===== src/rtl/psv_pkg.sv =====
package psv_pkg;

  localparam int COORD_FRAC_BITS = 12;

  localparam int SIN_LAT      = 8;
  localparam int HORNER_STEPS = 5;
  localparam int SIN_LANES    = 6;
  localparam int SQRT_STEPS   = 31;
  localparam int RAD_W        = 61;
  localparam int DIV_STEPS    = 15;
  localparam int NUM_W        = 45;
  localparam int MAG_W        = 28;

  localparam int CFG_IDX_W  = 3;
  localparam int CFG_DATA_W = 19;
  localparam int RADIUS_W   = 19;
  localparam int PHASE_W    = 16;

  localparam logic [1:0] MODE_SPHERE = 2'd0;
  localparam logic [1:0] MODE_TORUS  = 2'd1;
  localparam logic [1:0] MODE_WAVE   = 2'd2;
  localparam logic [1:0] MODE_GRID   = 2'd3;

  localparam logic [2:0] REG_MODE   = 3'd0;
  localparam logic [2:0] REG_MAJOR  = 3'd1;
  localparam logic [2:0] REG_MINOR  = 3'd2;
  localparam logic [2:0] REG_WIDTH  = 3'd3;
  localparam logic [2:0] REG_HEIGHT = 3'd4;
  localparam logic [2:0] REG_PHASE  = 3'd5;

  localparam logic [15:0] QUARTER_TURN = 16'h4000;

  localparam logic signed [31:0] SIN_C11 = 32'sd3864;
  localparam logic signed [31:0] HORNER_C [HORNER_STEPS] = '{
    32'sd172271, 32'sd5026995, 32'sd85569306, 32'sd693598670, 32'sd1686629713
  };
  localparam logic signed [31:0] ONE_Q30 = 32'sd1073741824;
  localparam logic signed [31:0] AMP_Q30 = 32'sd214748365;
  localparam logic signed [15:0] NORM_MAX = 16'sd16384;

  typedef struct packed {
    logic [15:0] u_coord;
    logic [15:0] v_coord;
  } in_item_t;

  typedef struct packed {
    logic signed [19:0] pos_x;
    logic signed [19:0] pos_y;
    logic signed [19:0] pos_z;
    logic signed [15:0] norm_x;
    logic signed [15:0] norm_y;
    logic signed [15:0] norm_z;
  } out_item_t;

  // shift right, round half away from zero
  function automatic logic signed [63:0] rshr(input logic signed [63:0] a,
                                              input int unsigned s);
    logic [63:0] m;
    logic [63:0] r;
    m = a[63] ? 64'(-a) : 64'(a);
    if (s == 0) begin
      r = m;
    end else begin
      r = (m + (64'd1 << (s - 1))) >> s;
    end
    return a[63] ? -$signed(r) : $signed(r);
  endfunction

  function automatic logic signed [31:0] mulq30(input logic signed [31:0] a,
                                                input logic signed [31:0] b);
    logic signed [63:0] r;
    r = rshr(64'(a) * 64'(b), 30);
    return r[31:0];
  endfunction

  function automatic logic signed [19:0] sat20(input logic signed [63:0] v);
    logic signed [19:0] r;
    if (v > 64'sd524287) begin
      r = 20'sd524287;
    end else if (v < -64'sd524288) begin
      r = -20'sd524288;
    end else begin
      r = v[19:0];
    end
    return r;
  endfunction

  function automatic logic signed [15:0] norm14(input logic signed [31:0] v);
    logic signed [63:0] r;
    logic signed [15:0] o;
    r = rshr(64'(v), 16);
    if (r > 64'sd16384) begin
      o = NORM_MAX;
    end else if (r < -64'sd16384) begin
      o = -NORM_MAX;
    end else begin
      o = r[15:0];
    end
    return o;
  endfunction

  function automatic logic signed [63:0] coord_q15(input logic [15:0] c);
    logic signed [63:0] r;
    if (COORD_FRAC_BITS >= 15) begin
      r = $signed(64'(c)) <<< (COORD_FRAC_BITS >= 15 ? COORD_FRAC_BITS - 15 : 0);
    end else begin
      r = rshr($signed(64'(c)), (COORD_FRAC_BITS < 15 ? 15 - COORD_FRAC_BITS : 0));
    end
    return r;
  endfunction

endpackage


===== src/rtl/psv_sqrt.sv =====
module psv_sqrt (
  input  logic                             clk,
  input  logic                             en,
  input  logic [psv_pkg::RAD_W-1:0]        rad,
  output logic [psv_pkg::SQRT_STEPS-1:0]   root
);

  localparam int RW = psv_pkg::RAD_W;
  localparam int QW = psv_pkg::SQRT_STEPS;

  logic [RW-1:0] rem_p [QW];
  logic [QW-1:0] q_p   [QW];

  for (genvar k = 0; k < QW; k++) begin : g_step
    localparam int B = QW - 1 - k;
    logic [RW-1:0] rem_in;
    logic [QW-1:0] q_in;
    logic [RW+1:0] trial;
    if (k == 0) begin : g_first
      assign rem_in = rad;
      assign q_in   = '0;
    end else begin : g_next
      assign rem_in = rem_p[k-1];
      assign q_in   = q_p[k-1];
    end
    assign trial = ((RW+2)'(q_in) << (B + 1)) + ((RW+2)'(1) << (2 * B));
    always_ff @(posedge clk) begin
      if (en) begin
        if ((RW+2)'(rem_in) >= trial) begin
          rem_p[k] <= rem_in - trial[RW-1:0];
          q_p[k]   <= q_in | (QW'(1) << B);
        end else begin
          rem_p[k] <= rem_in;
          q_p[k]   <= q_in;
        end
      end
    end
  end

  assign root = q_p[QW-1];

endmodule


===== config.mk =====
export PLATFORM = sky130hd
export DESIGN_NAME = psv_sqrt
export DESIGN_NICKNAME = d
export VERILOG_FILES = /design/src/rtl/psv_pkg.sv /design/src/rtl/psv_sqrt.sv
export SDC_FILE = /design/constraint.sdc
export NUM_CORES = 2
export LEC_CHECK = 0
export BUFFER_PORTS_ARGS = -buffer_cell sky130_fd_sc_hd__clkbuf_2
export CAP_MARGIN = 5
export CORE_ASPECT_RATIO = 0.5
export CORE_MARGIN = 8
export CORE_UTILIZATION = 33
export CTS_CLUSTER_DIAMETER = 60
export CTS_CLUSTER_SIZE = 8
export DETAILED_ROUTE_END_ITERATION = 7
export PLACE_DENSITY = 0.53
export SLEW_MARGIN = 20
export SYNTH_ARGS = -nofsm -noshare
export SYNTH_HDL_FRONTEND = slang
export SYNTH_SLANG_ARGS = --single-unit

===== constraint.sdc =====
create_clock -name clk -period 10.87 [get_ports clk]
set_input_delay 3.261 -clock clk [delete_from_list [all_inputs] [get_ports clk]]
set_output_delay 3.261 -clock clk [all_outputs]
set_load 0.01 [all_outputs]

**Yosys cells after proc, flatten, opt, wreduce, memory -nomap -nowiden**

Memory sizes are Yosys's and may differ from the RTL's.
Index checks and enable logic that the tools add are counted.

- Add/sub/neg operators: 61
- Order comparisons: 31
- Mux-type cells: 248
- Bitwise logic cells: 62

Operators by type and width:

| kind | number |
|---|---|
| 2-to-1 mux 61 bit | 31 |
| 2-to-1 mux 31 bit | 31 |
| 2-to-1 mux 1 bit | 186 |
| subtractor 61 bit | 2 |
| adder 61 x 59 -> 62 bit, second input constant | 1 |
| greater-or-equal comparator 61 x 62 -> 1 bit | 1 |
| bitwise OR 1 bit | 62 |
| adder 60 x 57 -> 61 bit, second input constant | 1 |
| greater-or-equal comparator 61 x 33 -> 1 bit | 1 |
| greater-or-equal comparator 61 x 34 -> 1 bit | 1 |
| greater-or-equal comparator 61 x 35 -> 1 bit | 1 |
| greater-or-equal comparator 61 x 36 -> 1 bit | 1 |
| greater-or-equal comparator 61 x 37 -> 1 bit | 1 |
| greater-or-equal comparator 61 x 38 -> 1 bit | 1 |
| greater-or-equal comparator 61 x 39 -> 1 bit | 1 |
| greater-or-equal comparator 61 x 40 -> 1 bit | 1 |
| greater-or-equal comparator 61 x 41 -> 1 bit | 1 |
| greater-or-equal comparator 61 x 42 -> 1 bit | 1 |
| greater-or-equal comparator 61 x 43 -> 1 bit | 1 |
| greater-or-equal comparator 61 x 44 -> 1 bit | 1 |
| greater-or-equal comparator 61 x 45 -> 1 bit | 1 |
| greater-or-equal comparator 61 x 46 -> 1 bit | 1 |
| greater-or-equal comparator 61 x 47 -> 1 bit | 1 |
| greater-or-equal comparator 61 x 48 -> 1 bit | 1 |
| 71 further kinds | 71 |

- Flip-flop bits (word level): 0
- Memory bits (writable): 2852
- Bits of input ports: 63
- Output and inout bits: 31
- Logic and storage cells: 404
- Memories: 2

Memory list:

| name | depth | width | rd ports | clocked after memory_dff | wr ports | RTL line | RTL |
|---|---|---|---|---|---|---|---|
| rem_p | 31 | 61 | 30 | 0 | 31 | psv_sqrt.sv:11 | `logic [RW-1:0] rem_p [QW];` |
| q_p | 31 | 31 | 31 | 0 | 31 | psv_sqrt.sv:12 | `logic [QW-1:0] q_p [QW];` |

**Depth between registers and ports, before layout**

An unclocked memory read counts as a cell.

- Depth after elaboration: 7
- Mapped depth: 15
- Depth with buffers taken out: 12

**Worst setup path before layout**

No wires, ideal clock.

- Path kind: in2reg
- Start point: input en
- End point: memory q_p[1][314] (netlist bit) (enable)
- Library setup time: 0.478 ns
- Arrival: 6.477 ns
- Data required time: 10.392 ns
- Path slack: 3.915 ns
- Stages on the path: 4
- Path buffers: 4
- Path through: clkbuf_1 -> clkbuf_1 -> clkbuf_1 -> clkbuf_1

RTL lines:

| element | RTL line | RTL |
|---|---|---|
| start, declared | psv_sqrt.sv:3 | `input logic en,` |
| end, declared | psv_sqrt.sv:12 |  |

==> results.md <==
- Relative slew slack: between 10% and 20%
- All-Layer GR Usage: between 10% and 20%
- Synth async-reset ratio: 0%
- FF+latch area: 69800 sq um
- DP Cell Count: 13600
- Routed WL: between 300 and 400 mm
- Layout cell share with drive strength beyond 1: 7.22%
- Critical path launch point type: input pin
- Starting Density: between 30% and 40%
- RSZ-0062 raised after global routing: no
- Drt first pass iters: 6
- Nets: ~10000
- RD Place Congestion: 0.934
- First-pass GRT wire length: 479 mm
- Pleak: 46.8 nW
- Top Ports: 94
- Synth unique cells: 96
- Final Cycle Share: 55.8%
- CP arrival: about 6.6 ns
- PortBufs: 93
- Pwr Density: roughly 220 nW/um^2
- Max VDD drop: ~160 uV
- Detailed Place HPWL: around 250 mm
- Fill cells: 32500
- Fin Setup TNS: 0 ns
- Commonest non-fill, non-tap cell in the layout: edfxtp_1
- Mapped Area: 113000 sq um
- Synth Flop Type: edfxtp_1
- Seq cells post-synth: ~2300
- Via/cell ratio: between 5 and 6
- Synthesis Warnings: 0
- CTS buffer count: ~330
- Slew Viols, Final: 0
- Largest net degree at the start of global routing: 208
- DR DRC count: 0
- Hold Path Stages: 0
- Clk_skew: around 0.10 ns
- Most frequent cells in the layout: 2326 x edfxtp_1, 677 x nand2_1, 643 x inv_1, 576 x nor2_1, 523 x ha_1
- Final worst slack: slightly below 5 ns
- # setup viols final: 0
- Status: finished, final reports clean
- CTS tree: built
- Number of synthesized flops with an enable pin: about 2300
- Fmax achieved: ~160 MHz
- CTS HTree Levels: 5
- Total congestion overflow: 0
- Worst min path class: reg2reg
- Core Area: between 300000 and 400000 sq um
- DR vias: approximately 76000
- Die area: approximately 360000 sq um
- Worst-margin pin slew: 1.24 ns
- Multi-input logic area: around 40000 sq um
- Setup Fix Bufs, Post-CTS: 0
- Crit path kind: in2reg
- Die H: 430 um
- Post-synthesis cell count: slightly above 9000
- Setup crit end kind: flip-flop
- Clock Path Buffers: 4
- Critical path data required time: about 11 ns
- Row Count: roughly 150
- Final hold vios: 0
- Sinks on Clock Net: 2326
- Number of global-route vias before repair: about 70000
- Register area share after synthesis: roughly 60%
- Clk slew on worst S/H paths: 0.05 ns
- Die X: around 840 um
- Initial DRC Count: ~10000
- Avg Cell Area, Syn: between 10 and 15 sq um
- Synthesized Nets: 9752
- CP max FO: 95
- Post-CTS Hold Fix Bufs: 0
- Mean routed wirelength per cell: between 20 and 25 um
- Worst-Skew Late Latency: ~0.9 ns
- Maxcap violations: 0
- Non-Filler Instances: 14000
- ANT nets after route: 0
- Pre-CTS setup slack: between 3 and 4 ns
- Post-cts resize count: 0
- Synth-to-Final Area Change: 13.2%
- Min Tclk post-route: between 6 and 7 ns
- Root buf cell: clkbuf_16
- Reg2Reg Depth: 10
- Initial antenna violation count: 19
==> worst max-delay path, stage by stage <==
cell	delay (ns)
buf_12	0.36
inv_2	0.04
buf_4	0.31
or3_1	0.50
a2111oi_0	0.76
o211a_1	0.26
buf_4	0.46
nor3b_1	0.19
nor3b_1	0.22
xor2_1	0.14
==> synth_stat cells (all sizes together), types with 26 or more instances <==
| cell | number | area (sq um) |
|---|---|---|
| nand2b | 111 | 694 |
| buf | 36 | 164 |
| xor2 | 374 | 3280 |
| xnor2 | 420 | 3680 |
| mux2 | 66 | 743 |
| edfxtp | 2326 | 69800 |
| nand3b | 30 | 225 |
| a211oi | 41 | 313 |
| nand4b | 26 | 228 |
| nor2b | 83 | 519 |
| nor4 | 339 | 2170 |
| nand2 | 678 | 2550 |
| inv | 645 | 2420 |
| o21ai | 489 | 2450 |
| clkbuf | 209 | 785 |
| nor3 | 251 | 1270 |
| ha | 523 | 6540 |
| or4 | 63 | 484 |
| a21oi | 522 | 2610 |
| and2 | 30 | 188 |
| nor4b | 58 | 514 |
| or3 | 94 | 593 |
| a21o | 203 | 1520 |
| nand4 | 161 | 1010 |
| a31oi | 62 | 388 |
| o21a | 91 | 683 |
| nor2 | 577 | 2170 |
| o31ai | 35 | 263 |
| and3 | 55 | 344 |
| o211ai | 38 | 285 |
| o21bai | 43 | 323 |
| nand3 | 165 | 826 |
==> cells by family (layout without fill, tap and decap cells) <==
group	after synthesis	after routing	share of synthesized area, %
flip-flops	2326	2326	61.9
adder cells (fa/ha/maj)	524	524	5.81
multiplexers	79	79	0.773
buffers and inverters	890	1176	2.98
other	0	9	0
AND/OR/NAND/NOR	2816	2816	12.9
AO/OA/AOI/OAI	1736	1736	9.53
XOR/XNOR	794	794	6.16
==> report_power, final <==
part | switching [mW] | internal [mW] | total [mW]
sequential | 1.09 | 11.4 | 12.5
combinational | 3.76 | 2.24 | 6.00
clock | 3.80 | 5.50 | 9.30
total | 8.65 | 19.2 | 27.8
==> layer usage <==
metal | up-vias | wire length [um] | part of all wire, % | track usage (%)
li1 | 34700 | - | - | -
met1 | 37500 | 178000 | 54 | 30.6
met2 | 3393 | 108000 | 33 | 18.9
met3 | 344 | 39400 | 12 | 5.88
met4 | 4 | 4280 | 1.3 | 2.72
met5 | - | 27 | 0.0082 | 0
==> flip-flops by register name, summed over array words and instances, names as in the netlist <==
| name | cells |
|---|---|
| rem_p | 1830 |
| q_p | 496 |
==> worst paths after layout <==
| path | end | from | slack (ns) |
|---|---|---|---|
| max | rem_p[1][652] | en | 4.81 |
| max reg2reg | rem_p[1][540] | rem_p[1][441] | 5.51 |
| min reg2reg | q_p[0][391] | q_p[0][360] | 0.40 |
| min | q_p[0][391] | q_p[0][360] | 0.40 |
==> through the flow <==
stage	total power, mW	cell area, sq um	utilization (%)	hold WS, ns
finish	27.8	128000	37.4	0.398
global route	29.0	128000	37.4	0.390
detailed placement	18.4	119000	34.8	0.431
CTS	27.9	128000	37.4	0.394
floorplan	16.3	113000	-	0.417
global placement	18.4	119000	34.8	0.428
==> cell type report <==
type | instances | share of cell area [%]
flip-flops and latches | 2326 | 54.6
clock buffers | 341 | 6.63
repair buffers | 165 | 0.873
well taps | 4543 | 4.45
inverters | 645 | 1.89
diodes | 9 | 0.0176
multi-input cells | 5949 | 31.2
clock inverters | 25 | 0.320
Note: power is estimated with default switching activity, not from simulation.
