<file path="config.mk">
export PLATFORM = sky130hd
export DESIGN_NAME = psv_div
export DESIGN_NICKNAME = d
export VERILOG_FILES = /design/src/rtl/psv_pkg.sv /design/src/rtl/psv_div.sv
export SDC_FILE = /design/constraint.sdc
export NUM_CORES = 2
export LEC_CHECK = 0
export BUFFER_PORTS_ARGS = -buffer_cell sky130_fd_sc_hd__buf_2
export CAP_MARGIN = 10
export CORE_ASPECT_RATIO = 1.25
export CORE_MARGIN = 10
export CORE_UTILIZATION = 60
export CTS_BUF_LIST = sky130_fd_sc_hd__clkbuf_4
export DETAILED_ROUTE_END_ITERATION = 8
export HOLD_SLACK_MARGIN = 0.12
export PLACE_DENSITY = 0.79
export SLEW_MARGIN = 40
export SYNTH_ARGS = -nofsm -noshare
export SYNTH_HDL_FRONTEND = slang
export SYNTH_SLANG_ARGS = --single-unit
</file>
<file path="constraint.sdc">
create_clock -name clk -period 8.1 [get_ports clk]
set_input_delay 0.405 -clock clk [delete_from_list [all_inputs] [get_ports clk]]
set_output_delay 0.405 -clock clk [all_outputs]
set_load 0.02 [all_outputs]
</file>
<file path="src/rtl/psv_pkg.sv">
package psv_pkg;

  localparam int COORD_FRAC_BITS = 12;

  localparam int SIN_LAT      = 8;
  localparam int HORNER_STEPS = 5;
  localparam int SIN_LANES    = 6;
  localparam int SQRT_STEPS   = 31;
  localparam int RAD_W        = 61;
  localparam int DIV_STEPS    = 15;
  localparam int NUM_W        = 45;
  localparam int MAG_W        = 28;

  localparam int CFG_IDX_W  = 3;
  localparam int CFG_DATA_W = 19;
  localparam int RADIUS_W   = 19;
  localparam int PHASE_W    = 16;

  localparam logic [1:0] MODE_SPHERE = 2'd0;
  localparam logic [1:0] MODE_TORUS  = 2'd1;
  localparam logic [1:0] MODE_WAVE   = 2'd2;
  localparam logic [1:0] MODE_GRID   = 2'd3;

  localparam logic [2:0] REG_MODE   = 3'd0;
  localparam logic [2:0] REG_MAJOR  = 3'd1;
  localparam logic [2:0] REG_MINOR  = 3'd2;
  localparam logic [2:0] REG_WIDTH  = 3'd3;
  localparam logic [2:0] REG_HEIGHT = 3'd4;
  localparam logic [2:0] REG_PHASE  = 3'd5;

  localparam logic [15:0] QUARTER_TURN = 16'h4000;

  localparam logic signed [31:0] SIN_C11 = 32'sd3864;
  localparam logic signed [31:0] HORNER_C [HORNER_STEPS] = '{
    32'sd172271, 32'sd5026995, 32'sd85569306, 32'sd693598670, 32'sd1686629713
  };
  localparam logic signed [31:0] ONE_Q30 = 32'sd1073741824;
  localparam logic signed [31:0] AMP_Q30 = 32'sd214748365;
  localparam logic signed [15:0] NORM_MAX = 16'sd16384;

  typedef struct packed {
    logic [15:0] u_coord;
    logic [15:0] v_coord;
  } in_item_t;

  typedef struct packed {
    logic signed [19:0] pos_x;
    logic signed [19:0] pos_y;
    logic signed [19:0] pos_z;
    logic signed [15:0] norm_x;
    logic signed [15:0] norm_y;
    logic signed [15:0] norm_z;
  } out_item_t;

  // shift right, round half away from zero
  function automatic logic signed [63:0] rshr(input logic signed [63:0] a,
                                              input int unsigned s);
    logic [63:0] m;
    logic [63:0] r;
    m = a[63] ? 64'(-a) : 64'(a);
    if (s == 0) begin
      r = m;
    end else begin
      r = (m + (64'd1 << (s - 1))) >> s;
    end
    return a[63] ? -$signed(r) : $signed(r);
  endfunction

  function automatic logic signed [31:0] mulq30(input logic signed [31:0] a,
                                                input logic signed [31:0] b);
    logic signed [63:0] r;
    r = rshr(64'(a) * 64'(b), 30);
    return r[31:0];
  endfunction

  function automatic logic signed [19:0] sat20(input logic signed [63:0] v);
    logic signed [19:0] r;
    if (v > 64'sd524287) begin
      r = 20'sd524287;
    end else if (v < -64'sd524288) begin
      r = -20'sd524288;
    end else begin
      r = v[19:0];
    end
    return r;
  endfunction

  function automatic logic signed [15:0] norm14(input logic signed [31:0] v);
    logic signed [63:0] r;
    logic signed [15:0] o;
    r = rshr(64'(v), 16);
    if (r > 64'sd16384) begin
      o = NORM_MAX;
    end else if (r < -64'sd16384) begin
      o = -NORM_MAX;
    end else begin
      o = r[15:0];
    end
    return o;
  endfunction

  function automatic logic signed [63:0] coord_q15(input logic [15:0] c);
    logic signed [63:0] r;
    if (COORD_FRAC_BITS >= 15) begin
      r = $signed(64'(c)) <<< (COORD_FRAC_BITS >= 15 ? COORD_FRAC_BITS - 15 : 0);
    end else begin
      r = rshr($signed(64'(c)), (COORD_FRAC_BITS < 15 ? 15 - COORD_FRAC_BITS : 0));
    end
    return r;
  endfunction

endpackage

</file>
<file path="src/rtl/psv_div.sv">
module psv_div (
  input  logic                            clk,
  input  logic                            en,
  input  logic [psv_pkg::NUM_W-1:0]       num,
  input  logic [psv_pkg::SQRT_STEPS-1:0]  den,
  output logic [psv_pkg::DIV_STEPS-1:0]   quo
);

  localparam int NW = psv_pkg::NUM_W;
  localparam int DW = psv_pkg::SQRT_STEPS;
  localparam int QW = psv_pkg::DIV_STEPS;

  logic [NW-1:0] rem_p [QW];
  logic [DW-1:0] den_p [QW];
  logic [QW-1:0] q_p   [QW];

  // quotient rounded half up: (num + den/2) / den
  for (genvar k = 0; k < QW; k++) begin : g_step
    localparam int B = QW - 1 - k;
    logic [NW-1:0] rem_in;
    logic [DW-1:0] den_in;
    logic [QW-1:0] q_in;
    logic [NW:0]   cmp;
    if (k == 0) begin : g_first
      assign rem_in = num + NW'(den >> 1);
      assign den_in = den;
      assign q_in   = '0;
    end else begin : g_next
      assign rem_in = rem_p[k-1];
      assign den_in = den_p[k-1];
      assign q_in   = q_p[k-1];
    end
    assign cmp = (NW+1)'(den_in) << B;
    always_ff @(posedge clk) begin
      if (en) begin
        den_p[k] <= den_in;
        if ((NW+1)'(rem_in) >= cmp) begin
          rem_p[k] <= rem_in - cmp[NW-1:0];
          q_p[k]   <= q_in | (QW'(1) << B);
        end else begin
          rem_p[k] <= rem_in;
          q_p[k]   <= q_in;
        end
      end
    end
  end

  assign quo = q_p[QW-1];

endmodule

</file>
# --- Word level (Yosys, flattened, before mapping) ---
# Memory sizes are Yosys's and may differ from the RTL's.
# Cells that the tools add are included.
totals:
  latch_bits: 0
  wordCells: 186
  mem_bits_ro: 0
  in_bits: 78
  ramBits: 1365
  reg_bits: 0
  mem_count: 3
  out_inout_bits: 15
classes:
  shift: 0
  n_mul: 0
  div: 0
  magnitude_cmp: 15
  reduce_logical: 0
  mux: 122
  n_bitwise: 30
  addsub: 16
  n_eq_ne: 0
memory_table:
  columns: ["memory", "words", "width", "read_ports", "rd_ports_with_merged_regs", "wr", "line_no", "source"]
  rows:
  - ["rem_p", 15, 45, 14, 0, 15, "psv_div.sv:13", "logic [NW-1:0] rem_p [QW];"]
  - ["den_p", 15, 31, 14, 0, 15, "psv_div.sv:14", "logic [DW-1:0] den_p [QW];"]
  - ["q_p", 15, 15, 15, 0, 15, "psv_div.sv:15", "logic [QW-1:0] q_p [QW];"]
ops:
  columns: ["op", "count"]
  rows:
  - ["two-way mux 45 bit", 15]
  - ["two-way mux 15 bit", 15]
  - ["two-way mux 1 bit", 92]
  - ["adder 45 x 30 -> 45 bit", 1]
  - ["greater-or-equal comparator 45 x 31 -> 1 bit", 1]
  - ["greater-or-equal comparator 45 x 32 -> 1 bit", 1]
  - ["greater-or-equal comparator 45 x 33 -> 1 bit", 1]
  - ["greater-or-equal comparator 45 x 34 -> 1 bit", 1]
  - ["greater-or-equal comparator 45 x 35 -> 1 bit", 1]
  - ["greater-or-equal comparator 45 x 36 -> 1 bit", 1]
  - ["greater-or-equal comparator 45 x 37 -> 1 bit", 1]
  - ["greater-or-equal comparator 45 x 38 -> 1 bit", 1]
  - ["greater-or-equal comparator 45 x 39 -> 1 bit", 1]
  - ["greater-or-equal comparator 45 x 40 -> 1 bit", 1]
  - ["greater-or-equal comparator 45 x 41 -> 1 bit", 1]
  - ["greater-or-equal comparator 45 x 42 -> 1 bit", 1]
  - ["greater-or-equal comparator 45 x 43 -> 1 bit", 1]
  - ["greater-or-equal comparator 45 x 44 -> 1 bit", 1]
  - ["greater-or-equal comparator 45 bit", 1]
  - ["subtractor 45 x 31 -> 45 bit", 1]
  - ["subtractor 45 x 32 -> 45 bit", 1]
  - ["subtractor 45 x 33 -> 45 bit", 1]
  - ["subtractor 45 x 34 -> 45 bit", 1]
  - ["subtractor 45 x 35 -> 45 bit", 1]
  - ["other kinds (11)", 40]

# --- Logic depth before layout (Yosys ltp) ---
depth:
  ltp_word: 6
  depth_mapped: 24
  ltp_nobuf: 23

# --- Least setup slack after synthesis ---
# No wires, ideal clock.
synth_timing:
  path_kind: "input to register"
  start: "in num[0] (netlist name)"
  end: "mem rem_p[0][16] (netlist name) (data pin)"
  setup_slack_ns: 1.868
  t_arrival_ns: 5.971
  path_buffers: 2
  setup_time_ns: 0.260
  cell_stages: 24
  required_time_ns: 7.840
  cell_sequence: "ha_1 inv_1 fa_1 nor2b_1 o31ai_1 o2bb2ai_1 o21ai_0 a41oi_1 o31ai_1 o311ai_1 a21oi_1 o21ba_2 ha_1 clkdlybuf4s15_2 nand4_1 or3_1 or3_1 or4_1 nor3_1 or4b_1 o41ai_2 a21oi_2 buf_6 mux2_4"
synth_lines:
  columns: ["item", "line_no", "source"]
  rows:
  - ["start, declared", "psv_div.sv:4", "input logic [psv_pkg::NUM_W-1:0] num,"]
  - ["end, declared", "psv_div.sv:13", null]

==> Flow_metrics.wiki <==
{| class="wikitable"
! Metric !! Value
|-
| Post-DRT Antenna Nets || 0
|-
| Hold Path Origin || num[34]
|-
| Beginning of the worst register-to-register path || den_p[0][94]$_DFFE_PP_
|-
| Maximum ir drop on the vdd rail || 194.5 uV
|-
| Required time of the critical path || 9.06 ns
|-
| Antenna violations before repair || 4
|-
| Die Outline Area || 129000 um^2
|-
| TritonCTS clock tree || done
|-
| Tightest Pin Transition || 0.9379 ns
|-
| Cell type contributing the most total cell area after synthesis || sky130_fd_sc_hd__edfxtp_1
|-
| Total global-route track usage || 25.00%
|-
| Mean number of vias per cell || 5.897
|-
| Number of distinct library cell variants in the gate-level netlist after synthesis || 97
|-
| Simple-Gate Fraction of Synth Area || 11.26%
|-
| Placeable core region || 114400 um^2
|-
| Number of buffers added on ports || 92
|-
| Final sum of negative setup slack || 0 ns
|-
| Class of the most critical hold timing path || in -> reg
|-
| Slack of the worst reg-to-reg path || 3.10 ns
|-
| Final Critical Period || 7.881 ns
|-
| Parity-gate share of the synthesized area counting xor and xnor cells || 6.172%
|-
| DRC violation count after routing || 0
|-
| Share of Yosys cell area claimed by the top area cell type || 51.55%
|-
| Number of vias after detailed routing || 49720
|-
| Reg-to-reg endpoint || rem_p[0][201]$_DFFE_PP_
|-
| Crit start category || input pin
|-
| Clock slew at the register clock pins of the worst setup and hold paths || 0.05 ns
|-
| Post-Syn Area per Cell || 10.89 um^2
|-
| Area fraction in compound gates after synthesis || 15.35%
|-
| Largest net degree at the start of global routing || 142
|-
| Layout Utilization || 66.56%
|-
| Post-Synthesis Cells || 6336
|-
| Sum of overflow across all layers after global routing || 0
|-
| Highest clock frequency the design can meet || 0.1269 GHz
|-
| Vias in the first global route || 51780
|-
| Relative slew slack || 36.90%
|-
| Total count of hold-check failures in the final report || 0
|-
| Top-Level Pins || 93
|-
| Non-Filler Instances || 8431
|-
| Number of buffers created by CTS || 307
|-
| CP Capture Type || flop
|-
| Global-route wire length before repair || 253.9 mm
|-
| Worst Hold Path Cells || 4
|-
| Sinks on the clock net || 1184
|-
| Syn. warnings || 0
|-
| Result of the run || completed
|-
| Top cells by area, synth || sky130_fd_sc_hd__edfxtp_1 52%, sky130_fd_sc_hd__ha_1 9.0%, sky130_fd_sc_hd__a21oi_1 4.0%, sky130_fd_sc_hd__xnor2_1 3.3%, sky130_fd_sc_hd__inv_1 3.2%
|-
| Layout Skew || 0.08689 ns
|-
| Maximum clock insertion buffer count || 4
|-
| Signal arrival time at the worst endpoint || 8.85 ns
|-
| Worst Path Class, Setup || in -> reg
|-
| Worst hold endpoint || rem_p[0][34]$_DFFE_PP_
|-
| Worst hold slack || 0.3351 ns
|-
| Placed cell count || 7794
|-
| Static leakage || 31.44 nW
|-
| Worst Setup Slack post-DPL || 0.9231 ns
|-
| Worst setup slack after layout || 0.2191 ns
|-
| Post-synthesis share of cell area spent on full adders, half adders and majority gates || 9.415%
|-
| 1st-iter DRT viols || 3065
|-
| Number of enable flip-flop cells after synthesis || 1184
|-
| Per-cell routed wire length || 19.22 um
|-
| Final Setup Violations || 0
|-
| Share of final-layout standard cells stronger than drive strength 1 || 11.08%
|-
| Nets || 7353
|-
| Post-synthesis net count || 6924
|-
| Portion of the clock cycle consumed by the worst path in the final layout || 97.30%
|-
| Fraction of the yosys area taken by sequential cells || 51.55%
|-
| Vertical extent of the die || 399.1 um
|-
| Mapped cell area || 68970 um^2
|-
| Yosys reg bits || 1184
|-
| Gp weighted congestion || 0.9926
|-
| Mux cell area share after synthesis || 2.005%
|-
| Number of maximum-capacitance violations || 0
|-
| DPL Wire Length || 123.8 mm
|-
| Cell area power density || 341.3 nW/um^2
|-
| Starting density of the core || 60.27%
|-
| Clock network latency to the later pin of the worst-skew pair || 1.27 ns
|-
| Worst-case reg-to-reg path depth || 15
|-
| Total Wirelength || 162.0 mm
|-
| Slew Limit Fails || 0
|-
| Total number of H-tree levels || 5
|-
| Master cell of the clock root buffer || sky130_fd_sc_hd__clkbuf_4
|-
| Row count || 139
|-
| Combinational family with the most area after synthesis || compound AO/OA/AOI/OAI gates
|-
| Post-synthesis async set-or-reset flop share || 0%
|-
| Worst-path fanout max || 32
|-
| Area added between synthesis and finish || 10.44%
|-
| Number of iterations in the first detailed-routing pass || 6
|-
| RSZ-0062 raised after global routing || false
|-
| Die width || 323.3 um
|-
| Main synth FF type || sky130_fd_sc_hd__edfxtp_1
|}
-- registers in the layout, indices dropped and copies added (netlist names) --
| register | cells |
|---|---|
| rem_p | 630 |
| q_p | 120 |
| den_p | 434 |
-- synth_stat cells (14+ instances only) --
library cell and number:
sky130_fd_sc_hd__inv_1 587, sky130_fd_sc_hd__nor3_1 110, sky130_fd_sc_hd__nor3b_1 16, sky130_fd_sc_hd__o211ai_1 29, sky130_fd_sc_hd__mux2_4 27, sky130_fd_sc_hd__a211o_1 17, sky130_fd_sc_hd__nand4_1 76, sky130_fd_sc_hd__a31oi_1 46
sky130_fd_sc_hd__a21oi_1 552, sky130_fd_sc_hd__a21o_1 269, sky130_fd_sc_hd__o21bai_1 47, sky130_fd_sc_hd__clkbuf_1 146, sky130_fd_sc_hd__a21boi_0 17, sky130_fd_sc_hd__a2111oi_0 17, sky130_fd_sc_hd__o31a_1 14, sky130_fd_sc_hd__or2_2 27
sky130_fd_sc_hd__xor2_1 228, sky130_fd_sc_hd__nand4b_1 14, sky130_fd_sc_hd__xnor2_1 258, sky130_fd_sc_hd__fa_1 15, sky130_fd_sc_hd__o2111ai_1 19, sky130_fd_sc_hd__and4_1 14, sky130_fd_sc_hd__nor2b_1 67, sky130_fd_sc_hd__and3_1 46
sky130_fd_sc_hd__or3_1 40, sky130_fd_sc_hd__nand3b_1 15, sky130_fd_sc_hd__o21a_1 71, sky130_fd_sc_hd__nand3_1 107, sky130_fd_sc_hd__nor4_1 48, sky130_fd_sc_hd__a211oi_1 53, sky130_fd_sc_hd__nor2_1 418, sky130_fd_sc_hd__mux2_2 77
sky130_fd_sc_hd__and2_1 21, sky130_fd_sc_hd__o21ai_0 367, sky130_fd_sc_hd__nand2b_1 72, sky130_fd_sc_hd__edfxtp_1 1184, sky130_fd_sc_hd__nand2_1 462, sky130_fd_sc_hd__o31ai_1 37, sky130_fd_sc_hd__ha_1 495
-- logic make-up after synthesis --
group | after synthesis
buffers and inverters | 757
flip-flops | 1184
XOR/XNOR | 486
multiplexers | 115
AND/OR/NAND/NOR | 1599
adder cells (fa/ha/maj) | 510
AO/OA/AOI/OAI | 1685
-- worst max path at each step --
stage	start	end	cells past startpoint
2_1_floorplan	num[0]	rem_p[0][16]$_DFFE_PP_	24
3_3_place_gp	den[1]	rem_p[0][35]$_DFFE_PP_	26
3_5_place_dp	den[1]	rem_p[0][37]$_DFFE_PP_	26
4_1_cts	den[1]	rem_p[0][33]$_DFFE_PP_	27
5_1_grt	den[1]	rem_p[0][31]$_DFFE_PP_	29
6_report	den[1]	rem_p[0][33]$_DFFE_PP_	27
-- routing by layer --
metal  track usage, %  wire [um]
met1            19.89      49790
met2            49.26      89350
met3            4.571       6349
met4            23.54      16560
met5                0          0
-- cell type report --
cell class                 count  area (um^2)
multi-input combinational   4395        30680
fill                        8597        38270
timing repair buffer         287         2346
inverter                     590         2215
sequential                  1184        35550
antenna                        3        7.507
clock inverter                71        360.3
clock buffer                 421         3161
tap                         1480         1852
-- report_power, final --
part	switching [mW]	internal [mW]
Combinational	6.45	4.96
Sequential	0.885	8.92
Clock	2.30	2.48
Total	9.64	16.4
-- critical path, cell delays in order --
cell	delay, ns
sky130_fd_sc_hd__dlygate4sd3_1	0.56
sky130_fd_sc_hd__buf_2	0.15
sky130_fd_sc_hd__dlygate4sd3_1	0.60
sky130_fd_sc_hd__ha_1	0.24
sky130_fd_sc_hd__a211oi_1	0.34
sky130_fd_sc_hd__nor2_1	0.13
sky130_fd_sc_hd__a221oi_2	0.39
sky130_fd_sc_hd__o21ai_0	0.33
sky130_fd_sc_hd__a21oi_1	0.35
sky130_fd_sc_hd__a21oi_1	0.21
sky130_fd_sc_hd__a41oi_1	0.27
sky130_fd_sc_hd__buf_4	0.21
sky130_fd_sc_hd__nor2_1	0.06
sky130_fd_sc_hd__xor2_1	0.13
sky130_fd_sc_hd__dlygate4sd3_1	0.57
sky130_fd_sc_hd__ha_1	0.42
sky130_fd_sc_hd__nand4_1	0.29
sky130_fd_sc_hd__or3_1	0.41
sky130_fd_sc_hd__or3_1	0.29
sky130_fd_sc_hd__or4_1	0.39
sky130_fd_sc_hd__nor3_1	0.13
sky130_fd_sc_hd__or4b_1	0.47
sky130_fd_sc_hd__o41ai_2	0.33
sky130_fd_sc_hd__a21oi_4	0.06
sky130_fd_sc_hd__buf_12	0.21
sky130_fd_sc_hd__mux2_4	0.31
sky130_fd_sc_hd__dlygate4sd3_1	0.55
-- placed cells by master, fill, tap and decap left out, drive strengths merged, types with 63 or more instances in the layout --
cell            n
clkinv         63
o21a           71
ha            495
edfxtp       1184
nand3         107
nor2          418
dlygate4sd3   141
xnor2         258
nor3          110
xor2          228
a21o          271
mux2          104
buf           146
nand4          76
nand2         462
a21oi         553
inv           595
nand2b         73
clkbuf        421
o21ai         369
nor2b          67
-- stage by stage --
stage	instance area (um^2)	power [mW]
2_1_floorplan	68970	18.30
3_3_place_gp	71150	20.69
3_5_place_dp	71220	21.06
4_1_cts	76160	25.98
5_1_grt	76170	27.82
6_report	76170	25.99
-- timing repair --
item                       4_1_cts  5_1_grt
setup endpoints to repair        0        3
hold buffers                   142        0
buffers inserted                 0        0
resized for setup                0        1
hold endpoints to repair       511        0
(Power assumes the default switching activity.)
